**src/hdl/bscc_pkg.sv**
```systemverilog
`default_nettype none

package bscc_pkg;

   localparam logic [7:0] CH_ESC        = 8'd27;
   localparam logic [7:0] CH_BRACKET    = 8'h5B;
   localparam logic [7:0] CH_PARAM_LO   = 8'h30;
   localparam logic [7:0] CH_PARAM_HI   = 8'h3F;
   localparam logic [7:0] CH_INTER_LO   = 8'h20;
   localparam logic [7:0] CH_INTER_HI   = 8'h2F;
   localparam logic [7:0] CH_FINAL_LO   = 8'h40;
   localparam logic [7:0] CH_FINAL_HI   = 8'h7E;
   localparam logic [7:0] CH_PRINT_LO   = 8'd32;
   localparam logic [7:0] CH_PRINT_HI   = 8'd126;
   localparam logic [7:0] CH_BELL       = 8'd7;
   localparam logic [7:0] CH_BACKSPACE  = 8'd8;
   localparam logic [7:0] CH_TAB        = 8'd9;
   localparam logic [7:0] CH_LF         = 8'd10;
   localparam logic [7:0] CH_CR         = 8'd13;

   localparam logic [2:0] CLS_PRINTABLE   = 3'd0;
   localparam logic [2:0] CLS_ALL_NULL    = 3'd1;
   localparam logic [2:0] CLS_IDENTICAL   = 3'd2;
   localparam logic [2:0] CLS_ALTERNATING = 3'd3;
   localparam logic [2:0] CLS_NONE        = 3'd4;

   typedef enum logic [3:0] {
      PH_NORMAL = 4'b0001,
      PH_ESC    = 4'b0010,
      PH_PARAM  = 4'b0100,
      PH_INTER  = 4'b1000
   } phase_type;

   typedef struct packed {
      phase_type  phase;
      logic       printable;
      logic       all_null;
      logic       identical;
      logic       alternating;
      logic [7:0] ref_byte;
      logic       prev_null;
      logic       trailing_null;
      logic       seen_first;
   } state_type;

   localparam state_type STATE_RESET = '{
      phase:         PH_NORMAL,
      printable:     1'b1,
      all_null:      1'b1,
      identical:     1'b1,
      alternating:   1'b1,
      ref_byte:      8'd0,
      prev_null:     1'b0,
      trailing_null: 1'b0,
      seen_first:    1'b0
   };

endpackage

`default_nettype wire

```
**src/hdl/bscc_step.sv**
```systemverilog
`default_nettype none

module bscc_step (
   input  wire bscc_pkg::state_type state,
   input  wire logic [7:0]          byte_value,
   input  wire logic                last_byte,
   output bscc_pkg::state_type      state_next,
   output logic [2:0]               class_code
);
   import bscc_pkg::*;

   function automatic logic is_allowed(logic [7:0] c);
      logic r;
      r = (c == CH_BELL) || (c == CH_BACKSPACE) || (c == CH_TAB) || (c == CH_LF) ||
          (c == CH_CR) || ((c >= CH_PRINT_LO) && (c <= CH_PRINT_HI));
      return r;
   endfunction

   function automatic state_type plain_update(state_type s, logic [7:0] c);
      logic      first;
      state_type r;
      r     = s;
      first = !s.seen_first;
      if (first) begin
         r.prev_null = (c == 8'd0);
      end
      r.seen_first = 1'b1;
      if (c != 8'd0) begin
         r.all_null = 1'b0;
      end
      if (!first && s.identical && (c != s.ref_byte)) begin
         r.identical = 1'b0;
      end else if (s.identical) begin
         r.ref_byte = c;
      end
      if (!first && s.alternating) begin
         if (c != 8'd0) begin
            if (s.trailing_null || !s.prev_null) begin
               r.alternating = 1'b0;
            end
         end else if (!s.trailing_null && s.prev_null) begin
            r.trailing_null = 1'b1;
         end
         r.prev_null = !s.prev_null;
      end
      return r;
   endfunction

   function automatic state_type normal_byte(state_type s, logic [7:0] c);
      state_type r;
      r = plain_update(s, c);
      if (c == CH_ESC) begin
         r.phase = PH_ESC;
      end else if (!is_allowed(c)) begin
         r.printable = 1'b0;
      end
      return r;
   endfunction

   function automatic state_type csi_fail(state_type s);
      state_type r;
      r             = s;
      r.printable   = 1'b0;
      r.all_null    = 1'b0;
      r.identical   = 1'b0;
      r.alternating = 1'b0;
      r.phase       = PH_NORMAL;
      return r;
   endfunction

   function automatic state_type csi_done(state_type s);
      state_type r;
      r             = s;
      r.identical   = 1'b0;
      r.alternating = 1'b0;
      r.phase       = PH_NORMAL;
      return r;
   endfunction

   state_type upd;
   state_type fin;
   logic      is_param;
   logic      is_inter;
   logic      is_final;

   assign is_param = (byte_value >= CH_PARAM_LO) && (byte_value <= CH_PARAM_HI);
   assign is_inter = (byte_value >= CH_INTER_LO) && (byte_value <= CH_INTER_HI);
   assign is_final = (byte_value >= CH_FINAL_LO) && (byte_value <= CH_FINAL_HI);

   always_comb begin
      upd = state;
      case (state.phase)
         PH_ESC: begin
            if (byte_value == CH_BRACKET) begin
               upd.phase = PH_PARAM;
            end else begin
               upd           = state;
               upd.printable = 1'b0;
               upd.phase     = PH_NORMAL;
               upd           = normal_byte(upd, byte_value);
            end
         end
         PH_PARAM: begin
            if (is_param) begin
               upd = state;
            end else if (is_inter) begin
               upd.phase = PH_INTER;
            end else if (is_final) begin
               upd = csi_done(state);
            end else begin
               upd = csi_fail(state);
            end
         end
         PH_INTER: begin
            if (is_inter) begin
               upd = state;
            end else if (is_final) begin
               upd = csi_done(state);
            end else begin
               upd = csi_fail(state);
            end
         end
         default: begin
            upd = normal_byte(state, byte_value);
         end
      endcase
   end

   // At the end of the stream a pending ESC counts as an ordinary byte and an
   // open control sequence counts as failed.
   always_comb begin
      fin = upd;
      if (upd.phase == PH_ESC) begin
         fin.printable = 1'b0;
      end else if (upd.phase != PH_NORMAL) begin
         fin = csi_fail(upd);
      end
   end

   always_comb begin
      if (fin.printable) begin
         class_code = CLS_PRINTABLE;
      end else if (fin.all_null) begin
         class_code = CLS_ALL_NULL;
      end else if (fin.identical) begin
         class_code = CLS_IDENTICAL;
      end else if (fin.alternating) begin
         class_code = CLS_ALTERNATING;
      end else begin
         class_code = CLS_NONE;
      end
   end

   assign state_next = last_byte ? STATE_RESET : upd;

endmodule

`default_nettype wire

```
**src/hdl/byte_stream_content_classifier.sv**
```systemverilog
// Classifies a byte stream, one beat per byte, and returns one class code on
// the beat after the byte marked last: printable text, all null, all
// identical, nulls alternating with nonzero bytes, or none. ANSI control
// sequences pass the printable test but rule out identical and alternating;
// bad ones give none. A byte is taken every cycle; the per-byte flag update
// is short combinational logic in front of the state register, and the class
// lands in an output register. While a finished class is held there and the
// receiver is not ready, the input stalls; a receiver that keeps up never
// slows the stream. After the last byte it is ready for a new stream at once.
`default_nettype none

module byte_stream_content_classifier (
   input  wire logic       clock,
   input  wire logic       reset,
   input  wire logic       req_valid,
   output logic            req_ready,
   input  wire logic [7:0] req_byte_value,
   input  wire logic       req_last_byte,
   output logic            rsp_valid,
   input  wire logic       rsp_ready,
   output logic [2:0]      rsp_class_code
);
   import bscc_pkg::*;

   state_type  state_ff;
   state_type  state_in;
   state_type  step_next;
   logic [2:0] step_class;
   logic       rsp_valid_ff;
   logic       rsp_valid_in;
   logic [2:0] class_ff;
   logic [2:0] class_in;
   logic       req_fire;
   logic       emit;

   bscc_step u_step (
      .state      (state_ff),
      .byte_value (req_byte_value),
      .last_byte  (req_last_byte),
      .state_next (step_next),
      .class_code (step_class)
   );

   assign req_ready = !rsp_valid_ff || rsp_ready;
   assign req_fire  = req_valid && req_ready;
   assign emit      = req_fire && req_last_byte;

   always_comb begin
      state_in     = req_fire ? step_next : state_ff;
      class_in     = emit ? step_class : class_ff;
      rsp_valid_in = emit || (rsp_valid_ff && !rsp_ready);
   end

   always_ff @(posedge clock) begin
      if (reset) begin
         state_ff     <= STATE_RESET;
         rsp_valid_ff <= 1'b0;
      end else begin
         state_ff     <= state_in;
         rsp_valid_ff <= rsp_valid_in;
      end
      class_ff <= class_in;
   end

   assign rsp_valid      = rsp_valid_ff;
   assign rsp_class_code = class_ff;

`ifndef SYNTHESIS
   a_rsp_from_last: assert property (@(posedge clock) disable iff (reset)
      (rsp_valid && !$past(rsp_valid)) |-> $past(req_valid && req_ready && req_last_byte))
      else $error("class beat without an accepted last byte");

   a_class_range: assert property (@(posedge clock) disable iff (reset)
      rsp_valid |-> (rsp_class_code <= CLS_NONE))
      else $error("class code out of range");

   a_stream_restart: assert property (@(posedge clock) disable iff (reset)
      (req_valid && req_ready && req_last_byte) |=> (state_ff == STATE_RESET))
      else $error("stream state not cleared after last byte");

   a_stall_only_when_full: assert property (@(posedge clock) disable iff (reset)
      !req_ready |-> rsp_valid)
      else $error("input stalled with no class pending");
`endif

endmodule

`default_nettype wire
```
**config.mk**
```make
export PLATFORM = sky130hd
export DESIGN_NAME = byte_stream_content_classifier
export DESIGN_NICKNAME = d
export VERILOG_FILES = /design/src/hdl/bscc_pkg.sv /design/src/hdl/bscc_step.sv /design/src/hdl/byte_stream_content_classifier.sv
export SDC_FILE = /design/constraint.sdc
export NUM_CORES = 1
export LEC_CHECK = 0
export BUFFER_PORTS_ARGS = -buffer_cell sky130_fd_sc_hd__clkbuf_2
export CAP_MARGIN = 20
export CORE_ASPECT_RATIO = 2
export CORE_MARGIN = 2
export CORE_UTILIZATION = 24
export CTS_CLUSTER_DIAMETER = 150
export DETAILED_ROUTE_END_ITERATION = 16
export PLACE_DENSITY_LB_ADDON = 0.25
export SYNTH_ARGS = -nofsm -noshare
export SYNTH_HDL_FRONTEND = slang
export SYNTH_SLANG_ARGS = --single-unit
```
**constraint.sdc**
```tcl
create_clock -name clock -period 2.6 [get_ports clock]
set_input_delay 0 -clock clock [delete_from_list [all_inputs] [get_ports clock]]
set_output_delay 0 -clock clock [all_outputs]
set_load 0.01 [all_outputs]
```
==> results of run 1 <==
cell families (layout without fill, tap and decap cells):
family,Yosys count,count (layout),synth area share (%)
XOR/XNOR,11,11,6.41
AO/OA/AOI/OAI,47,47,24.2
multiplexers,11,11,7.03
buffers and inverters,15,28,5.33
AND/OR/NAND/NOR,72,72,26.8
flip-flops,23,23,30.3
state kept, by name, indices dropped and copies added (netlist names):
register and flops:
rsp_class_code 3, state_ff 19, rsp_valid 1
per-layer routing:
layer	vias up	global-route usage, %	part of all wire [%]
met5	-	0	0
li1	689	-	-
met3	6	1.40	2.0
met4	0	4.86	2.8
met2	22	25.8	61
met1	664	11.2	34
power by group through the flow:
stage / Sequential [µW] / Clock [µW] / Combinational, µW
floorplan: 400 / 0 / 113
global placement: 402 / 0 / 156
detailed placement: 402 / 0 / 155
CTS: 394 / 350 / 156
global route: 396 / 366 / 169
finish: 394 / 336 / 153
cells in the mapped netlist, types with 2 or more instances:
master,instances,area (µm²)
o21ai_0,6,30.0
buf_6,2,22.5
o21bai_1,3,22.5
and2_1,2,12.5
mux2_2,2,22.5
nand2b_1,4,25.0
nand4_1,4,25.0
buf_4,3,22.5
buf_2,2,10.0
o211ai_1,3,22.5
xnor2_1,9,78.8
o21a_1,4,30.0
a211o_1,2,17.5
and3_1,2,12.5
nor2_1,22,82.6
a21oi_1,4,20.0
a31oi_1,3,18.8
mux2i_1,8,80.1
nor3_1,4,20.0
inv_1,6,22.5
nand2_1,10,37.5
nand3_1,6,30.0
a22oi_1,3,22.5
nor3b_2,2,25.0
edfxtp_1,3,90.1
dfxtp_1,20,400
through the flow:
| step | worst slack [ns] | instance area (µm²) | utilization (%) |
|---|---|---|---|
| after floorplan | 0.671 | 1620 | - |
| after global placement | 0.352 | 1760 | 26.8 |
| after detailed placement | 0.345 | 1760 | 26.8 |
| after CTS | 0.338 | 1840 | 28.0 |
| after global routing | 0.138 | 1840 | 28.0 |
| final | 0.343 | 1840 | 28.0 |
worst reg2reg max path, stage by stage, from the launching register on:
cell	delay [ns]
dfxtp_1	0.61
xor2_2	0.20
nand2_1	0.19
o41ai_2	0.41
o221ai_1	0.24
a21boi_1	0.28
nor3_1	0.08
path summary, 6_finish.rpt:
check	from	endpoint	slack, ns	cells past startpoint
min	reset	rsp_valid	0.02	2
max	state_ff[17]	rsp_class_code[0]	0.34	6
max reg2reg	state_ff[17]	rsp_class_code[0]	0.34	6
min reg2reg	state_ff[1]	state_ff[1]	0.47	2
final cells by class:
| class | count | area share, % |
|---|---|---|
| Clock buffer | 3 | 4.08 |
| Clock inverter | 1 | 0.272 |
| Inverter | 6 | 1.22 |
| Multi-Input combinational cell | 141 | 56.7 |
| Sequential cell | 23 | 26.7 |
| Tap cell | 88 | 5.99 |
| Timing Repair Buffer | 18 | 5.03 |
==> results.md, run 1 <==
- Status: complete, no violations
- Cell area after synthesis: roughly 0.0016 mm²
- CP Class: reg -> reg
- ANT nets after route: 0
- Total Routing Usage GR: 12.2%
- CTS sink cnt: 23
- Final Hold Viols: 0
- CTS tree: built
- Synth cell types: 66
- Die height: 120 µm
- Commonest non-fill, non-tap cell in the layout: nor2_1
- First-iteration detailed-routing DRC count: 41
- Flops & latches, synth: 23
- Final WL: 4400 µm
- Least-Margin Pin Slew: between 0.5 and 0.6 ns
- CP bufs+invs: 0
- Crit path max-delay cell type: dfxtp_1
- Unrepaired setup endpoints after global routing: false
- Cell family with most CP delay: compound AO/OA/AOI/OAI gates
- Cell row count: 42
- Sequential fraction of design power: 44.6%
- Fmax: between 400 and 500 MHz
- Mean area per synthesized cell: ~9 µm²
- Clock network fraction of total power: between 30% and 40%
- Io pins: 18
- Tmin final: 2.26 ns
- Nets: 206
- Skew final: 0.00260 ns
- Largest net degree at the start of global routing: 14
- First-pass GRT wire length: 7020 µm
- CTS Buffer Depth: 2
- Multi-input gate area: 0.00104 mm²
- CP Capture Type: flop
- Sw Ratio: 26.3%
- Final hold slack: 0.0194 ns
- Final Wtd Congestion: approximately 0.82
- Layout area overhead: 13.5%
- Layout cells sized above 1: around a fifth
- Logic pwr share: 17.3%
- H-tree levels: 1
- Finished Layout Cells: 280
- Syn_nets: around 190
- Req. time, crit path: 2.60 ns
- Starting density of the core: 24.7%
- Sw power: 232 µW
- Clock root cell: clkbuf_16
- Vias post-DR: 1,381
- Vias in the first global route: 1,372
- DP Cell Count: 276
- Startpoint types: flop
- CTS clock-pin slew for the worst setup and hold paths: about 0.06 ns
- CTS buffer count: 3
- Peak supply drop: 0.265 mV
- Ys Warns: 0
- DRC errors left: 0
- Fill cells: 724
- Die area: between 0.007 and 0.008 mm²
- Initial antenna violation count: 0
- Post-cts gate resize count: 0
- GRT Residual Overflow: 0
- Sequential area share after synthesis: a little under a third
- Final period util: 86.8%
- Ant. Diodes: 0
- Max_cap viols: 0
- Max stage delay on crit path: between 0.6 and 0.7 ns
- WL/cell: 15.7 µm
- Setup bufs post-CTS: 0
- Post-cts hold buffer count: 0
- Dpl hpwl: 3630 µm
- Worst-path cell chain: xor2_2 -> nand2_1 -> o41ai_2 -> o221ai_1 -> a21boi_1 -> nor3_1
- Die Width: 62.1 µm
- FFs w/ async S/R, synth: 0%
- CP max FO: 12
- Most frequent cells in the layout: nor2_1, dfxtp_1, clkbuf_2
- Total negative setup slack: 0 ns
- Static leakage: 0.000736 µW
- Seq. cell area: 490 µm²
- Mapped Cells: 179
- Main synth FF type: dfxtp_1
- Final setup violating endpoints: 0
- Slew Limit Headroom: 61.4%
- Overall Power: 883 µW
- Skew-Pair Late Insertion Delay: 0.25 ns
- Hold Path Class: in -> reg
- Worst Path Arrival: 2.26 ns
- Post-synth EDFFs: 3
- Slew Viols, Final: 0
- Pwr Density: 480 mW/mm²
- Internal power: 651 µW
- Core ar.: ~0.0066 mm²
- 1st-pass router iterations: 4
- Routed vias/inst: 4.93
- Buffers on Ports: 17
No activity file was read; power rests on OpenSTA's default activity.
==> run 2, diff against run 1 <==
MAX_ROUTING_LAYER = met4   (was unset)
==> results.md, run 2 (synthesized netlist as in run 1, its figures left out) <==
- Final Wtd Congestion: 0.833
- Clock root cell: clkbuf_16
- 1st-pass router iterations: 4
- Least-Margin Pin Slew: 0.574 ns
- Fill cells: around 720
- GRT Residual Overflow: 0
- Post-cts gate resize count: 0
- Max stage delay on crit path: 0.61 ns
- Vias in the first global route: approximately 1.4k
- Setup bufs post-CTS: 0
- Final period util: just under 90%
- DP Area: between 0.0015 and 0.002 mm²
- Commonest non-fill, non-tap cell in the layout: nor2_1
- Pwr Density: roughly 480 mW/mm²
- Largest net degree at the start of global routing: 14
- DRC errors left: 0
- Status: complete, no violations
- First-iteration detailed-routing DRC count: 42
- Slew Limit Headroom: 61.4%
- Layout cells sized above 1: 20.8%
- Startpoint types: flop
- Skew final: 0.00227 ns
- Dpl hpwl: 3630 µm
- Req. time, crit path: 2.60 ns
- Total negative setup slack: 0 ns
- WL/cell: 15.6 µm
- Routed vias/inst: 4.90
- Max Used Layer: met4
- Starting density of the core: about a quarter
- Post-cts hold buffer count: 0
- CTS sink cnt: 23
- Vias post-DR: 1,372
- CTS tree: built
- CP Class: reg -> reg
- Total Routing Usage GR: 12.5%
- Hold Path Class: in -> reg
- Core ar.: 0.00657 mm²
- Cell row count: 42
- Worst-path cell chain: xor2_2 -> nand2_1 -> o41ai_2 -> o221ai_1 -> a21boi_1 -> nor3_1
- WL met2: between 2000 and 3000 µm
- Ant. Diodes: 0
- Unrepaired setup endpoints after global routing: false
- CTS Buffer Depth: 2
- Fmax: 444 MHz
- Die height: 120 µm
- ANT nets after route: 0
- Worst Path Arrival: between 2 and 2.5 ns
- CTS clock-pin slew for the worst setup and hold paths: approximately 0.06 ns
- Slew Viols, Final: 0
- Initial antenna violation count: 0
- Max FFs per register: 19
- Finished layout cell area: about 0.0018 mm²
- Met3 routed WL: ~91 µm
- Final setup violating endpoints: 0
- Nets: just over 200
- Die Width: 62.1 µm
- Reg with most FFs: state_ff
- CP Capture Type: flop
- Die area: 0.00746 mm²
- Tmin final: 2.25 ns
- Crit path max-delay cell type: dfxtp_1
- Io pins: 18
- Static leakage: 0.000736 µW
- Buffers on Ports: 17
- CTS buffer count: 3
- M1 wire length: 1490 µm
- H-tree levels: 1
- Most frequent cells in the layout: nor2_1, dfxtp_1, clkbuf_2
- Final Hold Viols: 0
- Peak supply drop: roughly 0.26 mV
- CP max FO: 12
- First-pass GRT wire length: 7020 µm
- Skew-Pair Late Insertion Delay: 0.25 ns
- Max_cap viols: 0
- Final WL: 4380 µm
- Layout area overhead: 13.5%
-- run 2: cell counts in the layout (fill, tap and decap cells not counted) --
No cell type changed its count.
-- run 2: cell type report --
class | instances | area [µm²] | share of cell area, %
repair buffers | 18 | 92.6 | 5.03
flip-flops and latches | 23 | 490 | 26.7
well taps | 88 | 110 | 5.99
clock buffers | 3 | 75.1 | 4.08
clock inverters | 1 | 5.00 | 0.272
multi-input cells | 141 | 1040 | 56.7
inverters | 6 | 22.5 | 1.22
-- run 2: critical path: cells and delay by family, from the launching register on --
kind             cells  cell delay [ns]
AO/OA/AOI/OAI        3             0.92
XOR/XNOR             1             0.20
flip-flops           1             0.61
AND/OR/NAND/NOR      2             0.27
-- run 2: worst paths after layout --
check | from | end | slack (ns) | cells past startpoint
worst min register to register | state_ff[1] | state_ff[1] | 0.48 | 2
worst max-delay path | state_ff[17] | rsp_class_code[0] | 0.35 | 6
worst max register to register | state_ff[17] | rsp_class_code[0] | 0.35 | 6
worst min-delay path | reset | rsp_valid | 0.02 | 2
-- run 2: where the power goes --
| part | total (µW) | internal [µW] | switching, µW |
|---|---|---|---|
| clock network | 335 | 207 | 128 |
| registers | 394 | 379 | 14.7 |
| logic | 152 | 65.1 | 87.2 |
-- run 2: layer usage --
layer / global-route usage, % / up-vias
li1: - / 691
met1: 11.2 / 653
met2: 25.7 / 22
met3: 1.40 / 6
met4: 4.86 / 0
met5: - / -
-- run 2: stage by stage --
stage	power [µW]	util, %	setup slack (ns)	hold WS (ns)	std cells
final	881	28.0	0.349	0.0189	280
after global routing	930	28.0	0.136	0.0471	280
after CTS	899	28.0	0.338	0.0349	280
after detailed placement	557	26.8	0.345	0.311	276
after global placement	557	26.8	0.352	0.304	276
after floorplan	513	-	0.671	0.0691	179
==> run 3, diff against run 2 <==
GPL_TIMING_DRIVEN = 0   (was unset)
==> results.md, run 3 (synthesized netlist as in run 1, its figures left out) <==
- GRT Residual Overflow: 0
- Buffers on Ports: 12
- Final setup violating endpoints: 0
- Peak supply drop: 0.160 mV
- Post-cts hold buffer count: 0
- Die Width: 62.1 µm
- H-tree levels: 1
- Slew Viols, Final: 0
- Clock root cell: clkbuf_16
- Cell row count: 42
- Final WL: 4520 µm
- Internal power: 654 µW
- Routed vias/inst: 5.00
- Status: complete, no violations
- Dpl hpwl: 3630 µm
- Skew-Pair Late Insertion Delay: 0.27 ns
- Slew Limit Headroom: approximately 55%
- Max FFs per register: 19
- 1st-pass router iterations: 4
- Logic pwr share: about 17%
- Die area: 0.00746 mm²
- Sw Ratio: 27.6%
- Die height: 120 µm
- Startpoint types: flop
- Static leakage: 0.000752 µW
- Final Hold Viols: 0
- Pwr Density: 482 mW/mm²
- Core ar.: 0.00657 mm²
- Largest net degree at the start of global routing: 14
- CTS clock-pin slew for the worst setup and hold paths: 0.07 ns
- Finished Layout Cells: ~280
- Ant. Diodes: 0
- Worst Path Arrival: 2.39 ns
- Skew final: 0.00476 ns
- Vias in the first global route: 1,443
- WL/cell: 16.0 µm
- Final Wtd Congestion: 0.759
- Fmax: 420 MHz
- Most frequent cells in the layout: nor2_1, dfxtp_1, clkbuf_2
- Post-cts gate resize count: 0
- First-pass GRT wire length: 7220 µm
- Sequential fraction of design power: 43.6%
- Req. time, crit path: 2.61 ns
- Max_cap viols: 0
- DP Cell Count: about 280
- Clock network fraction of total power: 39.3%
- CTS buffer count: 3
- CP Capture Type: flop
- Post-route setup slack: 0.219 ns
- Starting density of the core: 24.7%
- Setup bufs post-CTS: 0
- Io pins: 18
- Tmin final: 2.38 ns
- Total negative setup slack: 0 ns
- CP Class: reg -> reg
- CTS tree: built
- Total Routing Usage GR: 13.1%
- Pre-CTS setup slack: around 0.22 ns
- CTS sink cnt: 23
- Least-Margin Pin Slew: 0.663 ns
- First-iteration detailed-routing DRC count: 29
- Hold Path Class: in -> reg
- Layout area overhead: 15.4%
- Layout cells sized above 1: 21.5%
- CP max FO: 10
- Vias post-DR: around 1.4k
- Unrepaired setup endpoints after global routing: false
- Nets: 209
- Commonest non-fill, non-tap cell in the layout: nor2_1
- Final period util: 91.6%
- ANT nets after route: 0
- Reg with most FFs: state_ff
- DRC errors left: 0
- CTS Buffer Depth: 2
- Initial antenna violation count: 0
- Sw power: between 200 and 250 µW
-- run 3: cell count changes in the layout (fill, tap and decap cells not counted) --
cell      previous run  this run
clkbuf_1             0         1
buf_4                1         3
clkbuf_2            17        13
buf_2                0         2
buf_6                0         2
-- run 3: power groups by stage --
stage | combinational (µW) | clock (µW) | sequential (µW)
after global placement | 155 | 0 | 401
after detailed placement | 157 | 0 | 401
after global routing | 171 | 374 | 395
after floorplan | 113 | 0 | 400
final | 155 | 354 | 393
after CTS | 158 | 364 | 393
-- run 3: path summary, 6_finish.rpt --
path | start | end | slack [ns] | cells after the start
setup reg to reg | state_ff[17] | rsp_class_code[0] | 0.22 | 7
hold reg to reg | state_ff[13] | state_ff[13] | 0.47 | 1
hold / removal | reset | state_ff[16] | 0.02 | 2
setup / recovery | state_ff[17] | rsp_class_code[0] | 0.22 | 7
-- run 3: critical path, cell delays in order, from the launching register on --
cell and delay (ns):
dfxtp_1 0.38, buf_4 0.20, xor2_2 0.17, nand2_1 0.22, o41ai_2 0.48, o221ai_1 0.26
a21boi_1 0.30, nor3_1 0.11
-- run 3: area by class of cell --
class	instances	area, µm²
plain buffers	9	63.8
repair buffers	12	60.1
inverters	6	22.5
multi-input cells	141	1040
flip-flops and latches	23	490
clock inverters	1	5.00
well taps	88	110
clock buffers	3	75.1
fillers	721	4700
-- run 3: metal layers --
| metal | vias up | global-route usage (%) | wire [µm] |
|---|---|---|---|
| met5 | - | - | 0 |
| met4 | 0 | 9.72 | 196 |
| met3 | 14 | 1.49 | 134 |
| met2 | 36 | 25.5 | 2640 |
| met1 | 667 | 11.2 | 1550 |
| li1 | 698 | - | - |
-- run 3: per-stage QoR --
step	hold slack, ns	cell area [µm²]	util [%]	total power [µW]
floorplan	0.0691	1620	-	513
global placement	0.300	1790	27.3	556
detailed placement	0.307	1790	27.3	558
CTS	0.0254	1870	28.5	915
global route	0.0275	1870	28.5	940
finish	0.0186	1870	28.5	902
